===== config.mk =====
export PLATFORM = sky130hd
export DESIGN_NAME = ppu_register_port_flat
export DESIGN_NICKNAME = d
export VERILOG_FILES = /design/src/design/ppurp_pkg.sv /design/src/design/ppurp_if.sv /design/src/design/ppurp_front.sv /design/src/design/ppurp_back.sv /design/src/design/ppu_register_port.sv /design/src/flat_wrapper.sv
export SDC_FILE = /design/constraint.sdc
export NUM_CORES = 2
export LEC_CHECK = 0
export BUFFER_PORTS_ARGS = -buffer_cell sky130_fd_sc_hd__buf_2
export CAP_MARGIN = 20
export CORE_MARGIN = 10
export CORE_UTILIZATION = 45
export DETAILED_ROUTE_END_ITERATION = 8
export HOLD_SLACK_MARGIN = 0.1
export SYNTH_ARGS = -nofsm -noshare
export SYNTH_HDL_FRONTEND = slang
export SYNTH_SLANG_ARGS = --single-unit

===== constraint.sdc =====
create_clock -name clk -period 38.5 [get_ports clk]
set_input_delay 1.925 -clock clk [delete_from_list [all_inputs] [get_ports clk]]
set_output_delay 1.925 -clock clk [all_outputs]
set_load 0.02 [all_outputs]

===== src/design/ppurp_pkg.sv =====
// Package: operation and register codes, item types for the register port.
`default_nettype none
package ppurp_pkg;
	localparam int SPRITE_BYTES = 256;
	localparam int PALETTE_ENTRIES = 32;
	localparam int SA_W = $clog2(SPRITE_BYTES);
	localparam int PAL_W = $clog2(PALETTE_ENTRIES);

	localparam logic [2:0] OP_REG_WRITE  = 3'd0;
	localparam logic [2:0] OP_REG_READ   = 3'd1;
	localparam logic [2:0] OP_VBLANK_ON  = 3'd2;
	localparam logic [2:0] OP_VBLANK_OFF = 3'd3;
	localparam logic [2:0] OP_VRAM_RET   = 3'd4;
	localparam logic [2:0] OP_SPR0_HIT   = 3'd5;
	localparam logic [2:0] OP_OVERFLOW   = 3'd6;

	localparam logic [2:0] REG_CTRL0  = 3'd0;
	localparam logic [2:0] REG_CTRL1  = 3'd1;
	localparam logic [2:0] REG_STATUS = 3'd2;
	localparam logic [2:0] REG_SPRADR = 3'd3;
	localparam logic [2:0] REG_SPRDAT = 3'd4;
	localparam logic [2:0] REG_SCROLL = 3'd5;
	localparam logic [2:0] REG_ADDR   = 3'd6;
	localparam logic [2:0] REG_DATA   = 3'd7;

	typedef struct packed {
		logic [2:0] operation;
		logic [2:0] reg_index;
		logic [7:0] write_data;
		logic       in_visible_line;
	} in_item_t;

	typedef struct packed {
		logic [7:0]  read_data;
		logic        read_valid;
		logic        nmi_level;
		logic        vram_read_request;
		logic        vram_write_request;
		logic [13:0] vram_address;
		logic [7:0]  vram_data;
		logic [14:0] current_scroll_address;
		logic [2:0]  fine_x_scroll;
	} out_item_t;

	// classified item passed from front to back
	typedef struct packed {
		logic [2:0] operation;
		logic [2:0] reg_index;
		logic [7:0] write_data;
		logic       in_visible_line;
	} cmd_t;
endpackage
`default_nettype wire


===== src/design/ppurp_if.sv =====
// Interfaces: item channel and configuration write channel.
`default_nettype none
interface ppurp_in_if;
	logic valid;
	logic ready;
	logic [2:0] operation;
	logic [2:0] reg_index;
	logic [7:0] write_data;
	logic       in_visible_line;
	modport source (output valid, operation, reg_index, write_data, in_visible_line,
		input ready);
	modport sink (input valid, operation, reg_index, write_data, in_visible_line,
		output ready);
endinterface

interface ppurp_out_if;
	logic valid;
	logic ready;
	logic [7:0]  read_data;
	logic        read_valid;
	logic        nmi_level;
	logic        vram_read_request;
	logic        vram_write_request;
	logic [13:0] vram_address;
	logic [7:0]  vram_data;
	logic [14:0] current_scroll_address;
	logic [2:0]  fine_x_scroll;
	modport source (output valid, read_data, read_valid, nmi_level, vram_read_request,
		vram_write_request, vram_address, vram_data, current_scroll_address,
		fine_x_scroll, input ready);
	modport sink (input valid, read_data, read_valid, nmi_level, vram_read_request,
		vram_write_request, vram_address, vram_data, current_scroll_address,
		fine_x_scroll, output ready);
endinterface

interface ppurp_cfg_if;
	logic valid;
	logic ready;
	logic [7:0] data;
	modport source (output valid, data, input ready);
	modport sink (input valid, data, output ready);
endinterface
`default_nettype wire


===== src/design/ppurp_front.sv =====
// Front: accept items and queue them in a two-entry FIFO.
`default_nettype none
module ppurp_front (
	input  wire logic            clk,
	input  wire logic            arst_n,
	input  wire logic            in_valid,
	output logic                 in_ready,
	input  wire ppurp_pkg::cmd_t in_cmd,
	output logic                 q_valid,
	input  wire logic            q_pop,
	output ppurp_pkg::cmd_t      q_cmd
);
	ppurp_pkg::cmd_t mem_q [2];
	logic       wp_q, rp_q;
	logic [1:0] cnt_q;
	logic       push;

	assign in_ready = (cnt_q != 2'd2);
	assign push     = in_valid && in_ready;
	assign q_valid  = (cnt_q != 2'd0);
	assign q_cmd    = mem_q[rp_q];

	// store entry
	always_ff @(posedge clk) begin
		if (push) mem_q[wp_q] <= in_cmd;
	end

	// advance pointers
	always_ff @(posedge clk or negedge arst_n) begin
		if (!arst_n) begin
			wp_q  <= 1'b0;
			rp_q  <= 1'b0;
			cnt_q <= 2'd0;
		end else begin
			if (push) wp_q <= ~wp_q;
			if (q_pop) rp_q <= ~rp_q;
			cnt_q <= cnt_q + {1'b0, push} - {1'b0, q_pop};
		end
	end
endmodule
`default_nettype wire


===== src/design/ppurp_back.sv =====
// Back: execute items against register state and register the result.
`default_nettype none
module ppurp_back (
	input  wire logic             clk,
	input  wire logic             arst_n,
	input  wire logic [7:0]       security,
	input  wire logic             q_valid,
	output logic                  q_pop,
	input  wire ppurp_pkg::cmd_t  q_cmd,
	output logic                  out_valid,
	input  wire logic             out_ready,
	output ppurp_pkg::out_item_t  out_item
);
	logic [7:0]  ctrl0_q, ctrl1_q, status_q, spradr_q;
	logic [7:0]  sam_q [ppurp_pkg::SPRITE_BYTES];
	logic [ppurp_pkg::SPRITE_BYTES-1:0] sam_vld_q;
	logic [7:0]  sam_rd_q;
	logic        sam_hit_q;
	logic [5:0]  pal_q [ppurp_pkg::PALETTE_ENTRIES];
	logic [14:0] t_q, v_q;
	logic        toggle_q;
	logic [2:0]  fx_q;
	logic [7:0]  latch_q, rbuf_q;
	logic        ovalid_q;
	ppurp_pkg::out_item_t o_q;

	// next-state values
	logic [7:0]  ctrl0_n, ctrl1_n, status_n, spradr_n, latch_n, rbuf_n, d, rd;
	logic [14:0] t_n, v_n;
	logic        toggle_n;
	logic [2:0]  fx_n, r;
	logic [13:0] a;
	logic        sam_we, pal_we, pal_bd;
	logic [7:0]  sam_wd;
	logic [ppurp_pkg::SA_W-1:0] sam_ra;
	logic [5:0]  pal_wd;
	logic [7:0]  stat_rd;
	ppurp_pkg::out_item_t o_n;

	assign q_pop     = q_valid && (!ovalid_q || out_ready);
	assign out_valid = ovalid_q;
	assign out_item  = o_q;
	assign a         = v_q[13:0];
	// read ahead at the sprite address that holds after this edge
	assign sam_ra    = q_pop ? spradr_n : spradr_q;

	always_comb begin
		ctrl0_n = ctrl0_q; ctrl1_n = ctrl1_q; status_n = status_q; spradr_n = spradr_q;
		latch_n = latch_q; rbuf_n = rbuf_q; t_n = t_q; v_n = v_q;
		toggle_n = toggle_q; fx_n = fx_q;
		sam_we = 1'b0; sam_wd = q_cmd.write_data;
		pal_we = 1'b0; pal_bd = 1'b0; pal_wd = q_cmd.write_data[5:0];
		d = q_cmd.write_data; rd = 8'd0; r = q_cmd.reg_index; stat_rd = 8'd0;
		o_n = '0;
		case (q_cmd.operation)
			ppurp_pkg::OP_REG_WRITE: begin
				if (security != 8'd0 && r[2:1] == 2'b00) r[0] = ~r[0];
				case (r)
					ppurp_pkg::REG_CTRL0: begin
						ctrl0_n = d;
						t_n[11:10] = d[1:0];
					end
					ppurp_pkg::REG_CTRL1: ctrl1_n = d;
					ppurp_pkg::REG_SPRADR: spradr_n = d;
					ppurp_pkg::REG_SPRDAT: begin
						if (q_cmd.in_visible_line && ctrl1_q[4]) d = 8'hff;
						else if (spradr_q[1:0] == 2'd2) d = d & 8'he3;
						sam_we = 1'b1; sam_wd = d;
						spradr_n = spradr_q + 8'd1;
					end
					ppurp_pkg::REG_SCROLL: begin
						toggle_n = ~toggle_q;
						if (!toggle_q) begin
							t_n[4:0] = d[7:3];
							fx_n = d[2:0];
						end else begin
							t_n[9:5] = d[7:3];
							t_n[14:12] = d[2:0];
						end
					end
					ppurp_pkg::REG_ADDR: begin
						toggle_n = ~toggle_q;
						if (!toggle_q) t_n = {1'b0, d[5:0], t_q[7:0]};
						else begin
							t_n = {t_q[14:8], d};
							v_n = {t_q[14:8], d};
						end
					end
					ppurp_pkg::REG_DATA: begin
						v_n = v_q + (ctrl0_q[2] ? 15'd32 : 15'd1);
						if (a >= 14'h3f00) begin
							pal_wd = d[5:0];
							pal_we = (a[1:0] != 2'd0);
							pal_bd = (a[3:0] == 4'd0);
						end else begin
							o_n.vram_write_request = 1'b1;
							o_n.vram_address = a;
							o_n.vram_data = d;
						end
					end
					default: ;
				endcase
				latch_n = d;
			end
			ppurp_pkg::OP_REG_READ: begin
				o_n.read_valid = 1'b1;
				case (r)
					ppurp_pkg::REG_STATUS: begin
						stat_rd = (security != 8'd0) ? ((status_q & 8'hc0) | security)
							: (status_q | (latch_q & 8'h1f));
						latch_n = stat_rd;
						toggle_n = 1'b0;
						if (stat_rd[7]) status_n = status_q & 8'h7f;
						rd = stat_rd;
					end
					ppurp_pkg::REG_SPRDAT: begin
						latch_n = sam_hit_q ? sam_rd_q : 8'd0;
						rd = latch_n;
					end
					ppurp_pkg::REG_DATA: begin
						v_n = v_q + (ctrl0_q[2] ? 15'd32 : 15'd1);
						if (a >= 14'h3f00) begin
							rd = {2'b00, pal_q[a[4:0]]} & (ctrl1_q[0] ? 8'hf0 : 8'hff);
						end else begin
							latch_n = rbuf_q;
							rd = rbuf_q;
							o_n.vram_read_request = 1'b1;
							o_n.vram_address = a;
						end
					end
					default: rd = latch_q;
				endcase
				o_n.read_data = rd;
			end
			ppurp_pkg::OP_VBLANK_ON:  status_n = status_q | 8'h80;
			ppurp_pkg::OP_VBLANK_OFF: status_n = status_q & 8'h3f;
			ppurp_pkg::OP_VRAM_RET:   rbuf_n = d;
			ppurp_pkg::OP_SPR0_HIT:   status_n = status_q | 8'h40;
			ppurp_pkg::OP_OVERFLOW:   status_n = {status_q[7:6], d[0], status_q[4:0]};
			default: ;
		endcase
		o_n.nmi_level = ctrl0_n[7] && status_n[7];
		o_n.current_scroll_address = v_n;
		o_n.fine_x_scroll = fx_n;
	end

	// sprite attribute memory: write at the sprite address, read the next one
	always_ff @(posedge clk) begin
		if (q_pop && sam_we) sam_q[spradr_q] <= sam_wd;
		sam_rd_q <= sam_q[sam_ra];
	end

	// mark written sprite bytes so unwritten ones read as zero
	always_ff @(posedge clk or negedge arst_n) begin
		if (!arst_n) begin
			sam_vld_q <= '0;
			sam_hit_q <= 1'b0;
		end else begin
			if (q_pop && sam_we) sam_vld_q[spradr_q] <= 1'b1;
			sam_hit_q <= sam_vld_q[sam_ra];
		end
	end

	// palette store
	always_ff @(posedge clk or negedge arst_n) begin
		if (!arst_n) begin
			for (int i = 0; i < ppurp_pkg::PALETTE_ENTRIES; i++)
				pal_q[i] <= (i % 4 != 0) ? 6'(i) : 6'd0;
		end else if (q_pop) begin
			if (pal_we) pal_q[a[4:0]] <= pal_wd;
			if (pal_bd)
				for (int i = 0; i < ppurp_pkg::PALETTE_ENTRIES; i += 4) pal_q[i] <= pal_wd;
		end
	end

	// register state and result
	always_ff @(posedge clk or negedge arst_n) begin
		if (!arst_n) begin
			ctrl0_q <= '0; ctrl1_q <= '0; status_q <= '0; spradr_q <= '0;
			latch_q <= '0; rbuf_q <= 8'hff; t_q <= '0; v_q <= '0;
			toggle_q <= 1'b0; fx_q <= '0;
			ovalid_q <= 1'b0; o_q <= '0;
		end else begin
			if (q_pop) begin
				ctrl0_q <= ctrl0_n; ctrl1_q <= ctrl1_n; status_q <= status_n;
				spradr_q <= spradr_n; latch_q <= latch_n; rbuf_q <= rbuf_n;
				t_q <= t_n; v_q <= v_n; toggle_q <= toggle_n; fx_q <= fx_n;
				o_q <= o_n;
				ovalid_q <= 1'b1;
			end else if (out_ready) begin
				ovalid_q <= 1'b0;
			end
		end
	end
endmodule
`default_nettype wire


===== src/design/ppu_register_port.sv =====
// Top level: processor-side register port of the picture unit.
// Channels: in (bus events: register write/read, status events, returned
// video memory bytes), out (one result item per input item), cfg (writes
// the security id byte; always ready, write only while idle).
// Path: an item is written into a two-entry queue, then the execute stage
// updates state and loads the output register, which presents the result
// until out takes it.
// Throughput: one item per cycle while out is ready, set by the single
// execute stage that reads and writes all register state.
// Reset: registers clear, palette takes its index pattern (backdrop
// entries zero), read buffer is 0xff, sprite memory reads as zero.
// Stall: when out is not ready the output register holds; the queue
// absorbs two more items, then in.ready drops.
`default_nettype none
module ppu_register_port (
	input wire logic clk,
	input wire logic arst_n,
	ppurp_in_if.sink   in,
	ppurp_out_if.source out,
	ppurp_cfg_if.sink  cfg
);
	ppurp_pkg::cmd_t in_cmd, q_cmd;
	ppurp_pkg::out_item_t oi;
	logic q_valid, q_pop;
	logic [7:0] security_q;

	assign in_cmd = '{operation: in.operation, reg_index: in.reg_index,
		write_data: in.write_data, in_visible_line: in.in_visible_line};
	assign cfg.ready = 1'b1;

	// hold security id
	always_ff @(posedge clk or negedge arst_n) begin
		if (!arst_n) security_q <= 8'd0;
		else if (cfg.valid) security_q <= cfg.data;
	end

	ppurp_front u_front (.clk, .arst_n, .in_valid(in.valid), .in_ready(in.ready),
		.in_cmd, .q_valid, .q_pop, .q_cmd);

	ppurp_back u_back (.clk, .arst_n, .security(security_q), .q_valid, .q_pop, .q_cmd,
		.out_valid(out.valid), .out_ready(out.ready), .out_item(oi));

	assign out.read_data = oi.read_data;
	assign out.read_valid = oi.read_valid;
	assign out.nmi_level = oi.nmi_level;
	assign out.vram_read_request = oi.vram_read_request;
	assign out.vram_write_request = oi.vram_write_request;
	assign out.vram_address = oi.vram_address;
	assign out.vram_data = oi.vram_data;
	assign out.current_scroll_address = oi.current_scroll_address;
	assign out.fine_x_scroll = oi.fine_x_scroll;
endmodule
`default_nettype wire


===== src/flat_wrapper.sv =====
// flat-port wrapper written by rule: the top's interface ports become plain ports
module ppu_register_port_flat 
  (clk, arst_n, in_valid, in_operation, in_reg_index, in_write_data, in_in_visible_line, in_ready, out_valid, out_read_data, out_read_valid, out_nmi_level, out_vram_read_request, out_vram_write_request, out_vram_address, out_vram_data, out_current_scroll_address, out_fine_x_scroll, out_ready, cfg_valid, cfg_data, cfg_ready);
  ppurp_in_if in_i ();
  ppurp_out_if out_i ();
  ppurp_cfg_if cfg_i ();
  input wire logic clk;
  input wire logic arst_n;
  input wire logic [$bits(in_i.valid)-1:0] in_valid;
  input wire logic [$bits(in_i.operation)-1:0] in_operation;
  input wire logic [$bits(in_i.reg_index)-1:0] in_reg_index;
  input wire logic [$bits(in_i.write_data)-1:0] in_write_data;
  input wire logic [$bits(in_i.in_visible_line)-1:0] in_in_visible_line;
  output wire logic [$bits(in_i.ready)-1:0] in_ready;
  output wire logic [$bits(out_i.valid)-1:0] out_valid;
  output wire logic [$bits(out_i.read_data)-1:0] out_read_data;
  output wire logic [$bits(out_i.read_valid)-1:0] out_read_valid;
  output wire logic [$bits(out_i.nmi_level)-1:0] out_nmi_level;
  output wire logic [$bits(out_i.vram_read_request)-1:0] out_vram_read_request;
  output wire logic [$bits(out_i.vram_write_request)-1:0] out_vram_write_request;
  output wire logic [$bits(out_i.vram_address)-1:0] out_vram_address;
  output wire logic [$bits(out_i.vram_data)-1:0] out_vram_data;
  output wire logic [$bits(out_i.current_scroll_address)-1:0] out_current_scroll_address;
  output wire logic [$bits(out_i.fine_x_scroll)-1:0] out_fine_x_scroll;
  input wire logic [$bits(out_i.ready)-1:0] out_ready;
  input wire logic [$bits(cfg_i.valid)-1:0] cfg_valid;
  input wire logic [$bits(cfg_i.data)-1:0] cfg_data;
  output wire logic [$bits(cfg_i.ready)-1:0] cfg_ready;
  assign in_i.valid = in_valid;
  assign in_i.operation = in_operation;
  assign in_i.reg_index = in_reg_index;
  assign in_i.write_data = in_write_data;
  assign in_i.in_visible_line = in_in_visible_line;
  assign in_ready = in_i.ready;
  assign out_valid = out_i.valid;
  assign out_read_data = out_i.read_data;
  assign out_read_valid = out_i.read_valid;
  assign out_nmi_level = out_i.nmi_level;
  assign out_vram_read_request = out_i.vram_read_request;
  assign out_vram_write_request = out_i.vram_write_request;
  assign out_vram_address = out_i.vram_address;
  assign out_vram_data = out_i.vram_data;
  assign out_current_scroll_address = out_i.current_scroll_address;
  assign out_fine_x_scroll = out_i.fine_x_scroll;
  assign out_i.ready = out_ready;
  assign cfg_i.valid = cfg_valid;
  assign cfg_i.data = cfg_data;
  assign cfg_ready = cfg_i.ready;
  ppu_register_port u_core (.clk(clk), .arst_n(arst_n), .in(in_i), .out(out_i), .cfg(cfg_i));
endmodule

**Word-level counts from Yosys, hierarchy flattened**

Memories as Yosys holds them, arrays and structs flattened. A register that Yosys moved wholly into a read port is not among the register bits.
Cells that the tools add are included.

- Memory bits (writable): 2078
- Output and inout port bits: 55
- Register bits after elaboration: 562
- Logic and storage cells: 233
- Memories kept: 2

- Equal/unequal tests: 26
- Bitwise gates (word level): 14
- Mux-type cells: 84
- Magnitude comparators: 6
- Reduce and logical (&&, ||, !) cells: 37
- Add/subtract/negate cells: 4

Memory list:

| memory | depth | bits a word | read ports | clocked after memory_dff | wr ports | line | text |
|---|---|---|---|---|---|---|---|
| u_core.u_back.sam_q | 256 | 8 | 1 | 1 | 1 | ppurp_back.sv:15 | `logic [7:0] sam_q [ppurp_pkg::SPRITE_BYTES];` |
| u_core.u_front.mem_q | 2 | 15 | 1 | 0 | 1 | ppurp_front.sv:13 | `ppurp_pkg::cmd_t mem_q [2];` |

Operators by type and width:

| cell | count |
|---|---|
| bitwise OR 256 bit | 1 |
| bitwise mux 192 bit | 1 |
| 2-to-1 mux 192 bit | 1 |
| 2-to-1 mux 8 bit | 14 |
| 2-to-1 mux 6 bit | 12 |
| case mux 15 bit (2 select lines) | 2 |
| case mux 8 bit (3 select lines) | 2 |
| 2-to-1 mux 23 bit | 2 |
| 2-to-1 mux 15 bit | 3 |
| case mux 8 bit (5 select lines) | 1 |
| case mux 8 bit (2 select lines) | 2 |
| binary-select mux 6 bit (select 5 bit) | 1 |
| demux 6 bit (select 5 bit) | 1 |
| 2-to-1 mux 14 bit | 2 |
| case mux 14 bit (2 select lines) | 1 |
| equality test 3 bit, second input constant | 9 |
| 2-to-1 mux 1 bit | 24 |
| case mux 10 bit (2 select lines) | 1 |
| less-than comparator 8 x 9 -> 1 bit, second input constant | 2 |
| AND reduction 4 bit | 4 |
| nonzero test 2 bit | 8 |
| adder 15 x 6 -> 15 bit | 1 |
| 2-to-1 mux 5 bit | 3 |
| AND reduction 5 bit | 3 |
| 39 further kinds | 70 |

**Longest topological paths before layout**

An unclocked memory read counts as a cell.

- Word-level depth: 11
- Mapped depth: 19
- Gate-level depth less buffers: 12

**By module**

Synthesis repeated with hierarchy kept, for this count alone.

- Cells, all modules: 6454
- Area, all modules: 105133.3 µm²

Modules (own cells, without submodules):

| module | area each (µm²) | times used | cells an instance |
|---|---|---|---|
| ppurp_back | 103513.0 | 1 | 6371 |
| ppurp_front | 1277.5 | 1 | 64 |
| ppu_register_port | 342.8 | 1 | 19 |

**Worst setup path before layout**

OpenSTA, ideal clock, no wires.

- Kind: flip-flop to flip-flop
- Start: register u_core.u_front.rp_q
- End: memory u_core.u_back.sam_q[0][4] (data pin)
- Stages on the path, launching flop included: 8
- Setup slack: 24773 ps
- Data required time: 36312 ps
- Arrival time: 11539 ps
- Path through: dfrtp_1 buf_4 buf_4 buf_4 buf_1 mux2_2 nor3_1 o21ai_0

- Cells in the longest elaborated chain, start to end: 8
- Elaborated cells on any way between the ends: 13
- Those cells by class: eq/ne (1); mux (6); bitwise (1); reduce/logical (4); memory (1)

RTL lines:

| item | line | text |
|---|---|---|
| start, declared | ppurp_front.sv:14 | `logic wp_q, rp_q;` |
| start signal, assigned | ppurp_front.sv:36 | `if (q_pop) rp_q <= ~rp_q;` |
| memory (2 x 15 bit) (*) | n/a |  |
| logical NOT 2 bit | ppurp_back.sv:57 | `if (security != 8'd0 && r[2:1] == 2'b00) r[0] = ~r[0];` |
| logical AND 1 bit | ppurp_back.sv:57 |  |
| 2-to-1 mux 1 bit | ppurp_back.sv:57 |  |
| 2-to-1 mux 1 bit | ppurp_back.sv:55 | `case (q_cmd.operation)` |
| equality test 3 bit | ppurp_back.sv:58 | `case (r)` |
| 2-to-1 mux 8 bit | ppurp_back.sv:58 |  |
| 2-to-1 mux 8 bit (*) | ppurp_back.sv:55 |  |
| named net u_core.u_back.sam_wd[4] | ppurp_back.sv:34 | `logic [7:0] sam_wd;` |
| end, declared | ppurp_back.sv:15 |  |

The timed path passes the listed nets; every way through them passes the cells marked *. The select of a mux whose other input is x is not followed.

**Final worst setup path**

- Start: register u_core.u_front.rp_q
- End: register u_core.u_back.sam_rd_q[5] (read register of u_core.u_back.sam_q)

- Cells in the longest elaborated chain, start to end: 9
- Elaborated cells on any way between the ends: 12
- Those cells by class: eq/ne (2); mux (5); bitwise (1); reduce/logical (3); memory (1)

RTL lines:

| item | line | text |
|---|---|---|
| memory (2 x 15 bit) (*) | n/a |  |
| logical NOT 2 bit | ppurp_back.sv:57 |  |
| logical AND 1 bit | ppurp_back.sv:57 |  |
| 2-to-1 mux 1 bit | ppurp_back.sv:57 |  |
| 2-to-1 mux 1 bit | ppurp_back.sv:55 |  |
| equality test 3 bit or equality test 3 x 2 -> 1 bit (tied branches) | ppurp_back.sv:58 |  |
| case mux 8 bit (2 select lines) | ppurp_back.sv:58 |  |
| 2-to-1 mux 8 bit (*) | ppurp_back.sv:55 |  |
| 2-to-1 mux 8 bit (*) | n/a |  |
| end, declared | ppurp_back.sv:17 | `logic [7:0] sam_rd_q;` |

Every way passes the cells marked *; elsewhere a longest branch is shown, timed or not. The select of a mux whose other input is x is not followed.
A chain may end at the register's enable or synchronous reset.

==> impl_metrics.json <==
{
  "slew_violations": 0,
  "clockBufferDepth": 4,
  "die_h_um": 505,
  "area_growth_pct": 12.8,
  "n_fill_cell": 19558,
  "period_needed_ns": 8.16,
  "drive_above_1_share": 0.173,
  "first_iter_violations": 10363,
  "cp_max_fo": 55,
  "tns_ns": 0,
  "synth.avg_cell_area_um2": 14.2,
  "crit_chain": "buf_4 -> mux2i_4 -> o2111ai_2 -> o31ai_2 -> nand2_8 -> nor2_4 -> buf_4 -> buf_4 -> nand3_1 -> a311oi_1 -> nor3_1 -> a31oi_1 -> nor4_1",
  "synthCells": 7450,
  "avgRoutedWirePerCell_um": 31.3,
  "post-route-cell-area_mm2": 0.120,
  "die_x_um": 505,
  "grt_max_degree": 201,
  "grt_use_total": 0.259,
  "die_area_mm2": 0.255,
  "critPathSlowestCell": "nor2_4",
  "hpwl_um": 200000,
  "syn_area_mm2": 0.106,
  "placed_area_mm2": 0.110,
  "total_power_uw": 9020,
  "min_path_type": "flip-flop to flip-flop",
  "cp_top_family": "compound AO/OA/AOI/OAI gates",
  "max_freq_ghz": 0.123,
  "crit_type": "flip-flop to flip-flop",
  "power_density_mw_per_mm2": 75.5,
  "num_vias": 68605,
  "synth-seq-cells": 2639,
  "slew_headroom": 0.0451,
  "synthArstFlopShare": 0.210,
  "grt.overflow.total": 0,
  "numPortBuffers": 81,
  "place_inst": 10354,
  "startpoint_type": "flip-flop",
  "ant_nets": 0,
  "rsz0062_at_grt": "no",
  "nets": 7555,
  "cpMostUsedCell": "buf_4",
  "rows": 178,
  "cts-root-buf": "clkbuf_16",
  "status": "finished clean",
  "ir_worst_vdd_mv": 0.0706,
  "clock-sinks": 2639,
  "setup_viol": 0,
  "clk_pin_slew_ns": 0.06,
  "r2r_slack_ns": 30.34,
  "cp_slowest_stage_delay_ns": 0.93,
  "ys.flop_type": "edfxtp_1",
  "via_per_inst": 6.30,
  "cp.required_ns": 39.28,
  "min_period_over_period": 0.212,
  "drt_first_pass_iters": 8,
  "start_util": 0.452,
  "wl_um": 342000,
  "ys.warnings.count": 0,
  "ctsHtreeMaxLevel": 5,
  "crit_arrival_ns": 8.94,
  "drcViolationCount": 0,
  "place_congestion": 0.871,
  "crit_buf_inv": 3,
  "grt_pass1_vias": 65125,
  "grt_pass1_wl_um": 487000,
  "cts_setup_buffers": 0,
  "maxCapViolations": 0,
  "cts_hold_buffers": 0,
  "ctsResizeCount": 0,
  "io_pins": 83,
  "insertion_delay_ns": 0.96,
  "fin_cells": 10898,
  "synth.distinct_cells": 97,
  "syn_nets": 7487,
  "hold_violations": 0,
  "crit_path_end_kind": "flip-flop",
  "final.setup_skew_ns": 0.0785,
  "ys_seq_area_frac": 0.722,
  "leakage_uw": 0.0428,
  "cts_tree": "built",
  "core_mm2": 0.235,
  "synth-edff-count": 2078,
  "regArea_mm2": 0.0765,
  "multi_input_area_mm2": 0.0276,
  "antenna_found_initial": 21,
  "post-route-util": 0.509,
  "worst_slew_pin_slew_ns": 1.43,
  "cts_made_buffers": 287
}
==> cells in the mapped netlist, types with 45 or more instances <==
cell type,n,area (um^2)
a211oi_1,182,1370
a21oi_1,141,706
a221oi_1,63,552
a22oi_1,45,338
a311oi_1,90,788
a31oi_1,154,963
a32oi_1,112,981
and3_1,181,1130
buf_1,65,244
buf_2,138,691
clkbuf_1,280,1050
dfrtp_1,477,11900
dfstp_2,76,2000
edfxtp_1,2078,62400
mux2i_1,165,1650
mux4_2,211,4750
nand2_1,1305,4900
nand3_1,313,1570
nand4_1,58,363
nor2_1,430,1610
o21ai_0,244,1220
or2_2,260,1630
==> sequential cells by signal, summed over array words and instances (netlist names) <==
| name | cells |
|---|---|
| u_core.u_front.wp_q | 1 |
| u_core.u_back.ctrl0_q | 2 |
| u_core.u_back.latch_q | 8 |
| u_core.u_front.cnt_q | 2 |
| u_core.security_q | 8 |
| u_core.u_back.sam_rd_q | 8 |
| u_core.u_back.pal_q | 192 |
| u_core.u_back.spradr_q | 8 |
| u_core.u_back.sam_q | 2048 |
| u_core.u_back.rbuf_q | 8 |
| u_core.u_back.out_item | 52 |
| u_core.u_front.mem_q | 30 |
| u_core.u_back.sam_vld_q | 256 |
| u_core.u_back.sam_hit_q | 1 |
| u_core.u_back.t_q | 7 |
| u_core.u_back.ctrl1_q | 2 |
| u_core.u_front.rp_q | 1 |
| u_core.u_back.out_valid | 1 |
| u_core.u_back.toggle_q | 1 |
| u_core.u_back.status_q | 3 |
==> area by class of cell <==
cell class                      count  area share
Multi-Input combinational cell   4278       0.231
Clock buffer                      391      0.0667
Sequential cell                  2639       0.640
Tap cell                         3150      0.0330
Clock inverter                    111     0.00941
Timing Repair Buffer              290      0.0189
Inverter                           22    0.000858
Antenna cell                       17    0.000356
==> report_power, final <==
part	total [uW]	switching, uW	leakage, uW	internal [uW]
Sequential	3500	70.8	0.0261	3430
Combinational	2820	2120	0.0122	691
Clock	2710	1120	0.00446	1590
Total	9020	3310	0.0428	5710
==> stage by stage <==
| step | setup WS [ns] | hold WS [ns] |
|---|---|---|
| 4_1_cts | 30.42 | 0.459 |
| 2_1_floorplan | 24.77 | 0.430 |
| 5_1_grt | 30.14 | 0.466 |
| 3_3_place_gp | 29.75 | 0.442 |
| 6_report | 30.34 | 0.459 |
| 3_5_place_dp | 29.70 | 0.444 |
==> worst register-to-register path, delay by kind of cell (launching register included) <==
family | cells | cell delay [ns]
AO/OA/AOI/OAI | 4 | 2.80
multiplexers | 1 | 0.38
AND/OR/NAND/NOR | 5 | 2.14
flip-flops | 1 | 0.71
buffers and inverters | 3 | 1.98
==> layout by cell type, fill, tap and decap left out, types with 25 or more instances in the layout <==
cell       Yosys  layout
edfxtp_1    2078    2078
nand2_1     1305    1296
dfrtp_1      477     474
nor2_1       430     416
nand3_1      313     309
clkbuf_16      0     293
or2_2        260     260
o21ai_0      244     241
mux4_2       211     211
a211oi_1     182     182
and3_1       181     181
buf_4         26     166
mux2i_1      165     159
a31oi_1      154     153
a21oi_1      141     141
a32oi_1      112     112
a311oi_1      90      90
buf_2        138      81
dfstp_2       76      76
clkbuf_1     280      70
a221oi_1      63      63
nand4_1       58      58
a22oi_1       45      44
clkinv_2       0      39
clkinv_1       1      35
a22o_1        31      31
clkbuf_8       0      29
mux2_2        25      25
==> worst paths after layout <==
path	startpoint	end	cells after the start
setup / recovery	u_core.u_front.rp_q$_DFFE_PN0P_	u_core.u_back.sam_rd_q[5]$_DFF_P_	13
min in group asynchronous	arst_n	u_core.u_back.pal_q[174]$_DFFE_PN0P_	1
hold reg to reg	u_core.u_back.sam_vld_q[174]$_DFFE_PN0P_	u_core.u_back.sam_vld_q[174]$_DFFE_PN0P_	1
hold / removal	u_core.u_back.sam_vld_q[174]$_DFFE_PN0P_	u_core.u_back.sam_vld_q[174]$_DFFE_PN0P_	1
max in group asynchronous	arst_n	u_core.u_back.sam_vld_q[167]$_DFFE_PN0P_	4
setup reg to reg	u_core.u_front.rp_q$_DFFE_PN0P_	u_core.u_back.sam_rd_q[5]$_DFF_P_	13
==> routing by layer <==
layer / wire length, um / GRT usage / vias up
li1: - / - / 28403
met1: 133000 / 0.359 / 35124
met2: 152000 / 0.386 / 4211
met3: 39900 / 0.0664 / 855
met4: 16900 / 0.115 / 12
met5: 80 / 0 / -
==> logic make-up (layout without fill, tap and decap cells) <==
group           after synthesis  in the layout  synth area share
compound gates             1198           1198            0.0791
xor+xnor                      6              6          0.000496
fa+ha+maj                     9              9           0.00106
buf+inv                     533            814            0.0216
flops                      2639           2639             0.722
mux                         402            402            0.0633
other cells                   1             18         0.0000354
simple gates               2662           2662             0.113
(Power assumes the default switching activity.)
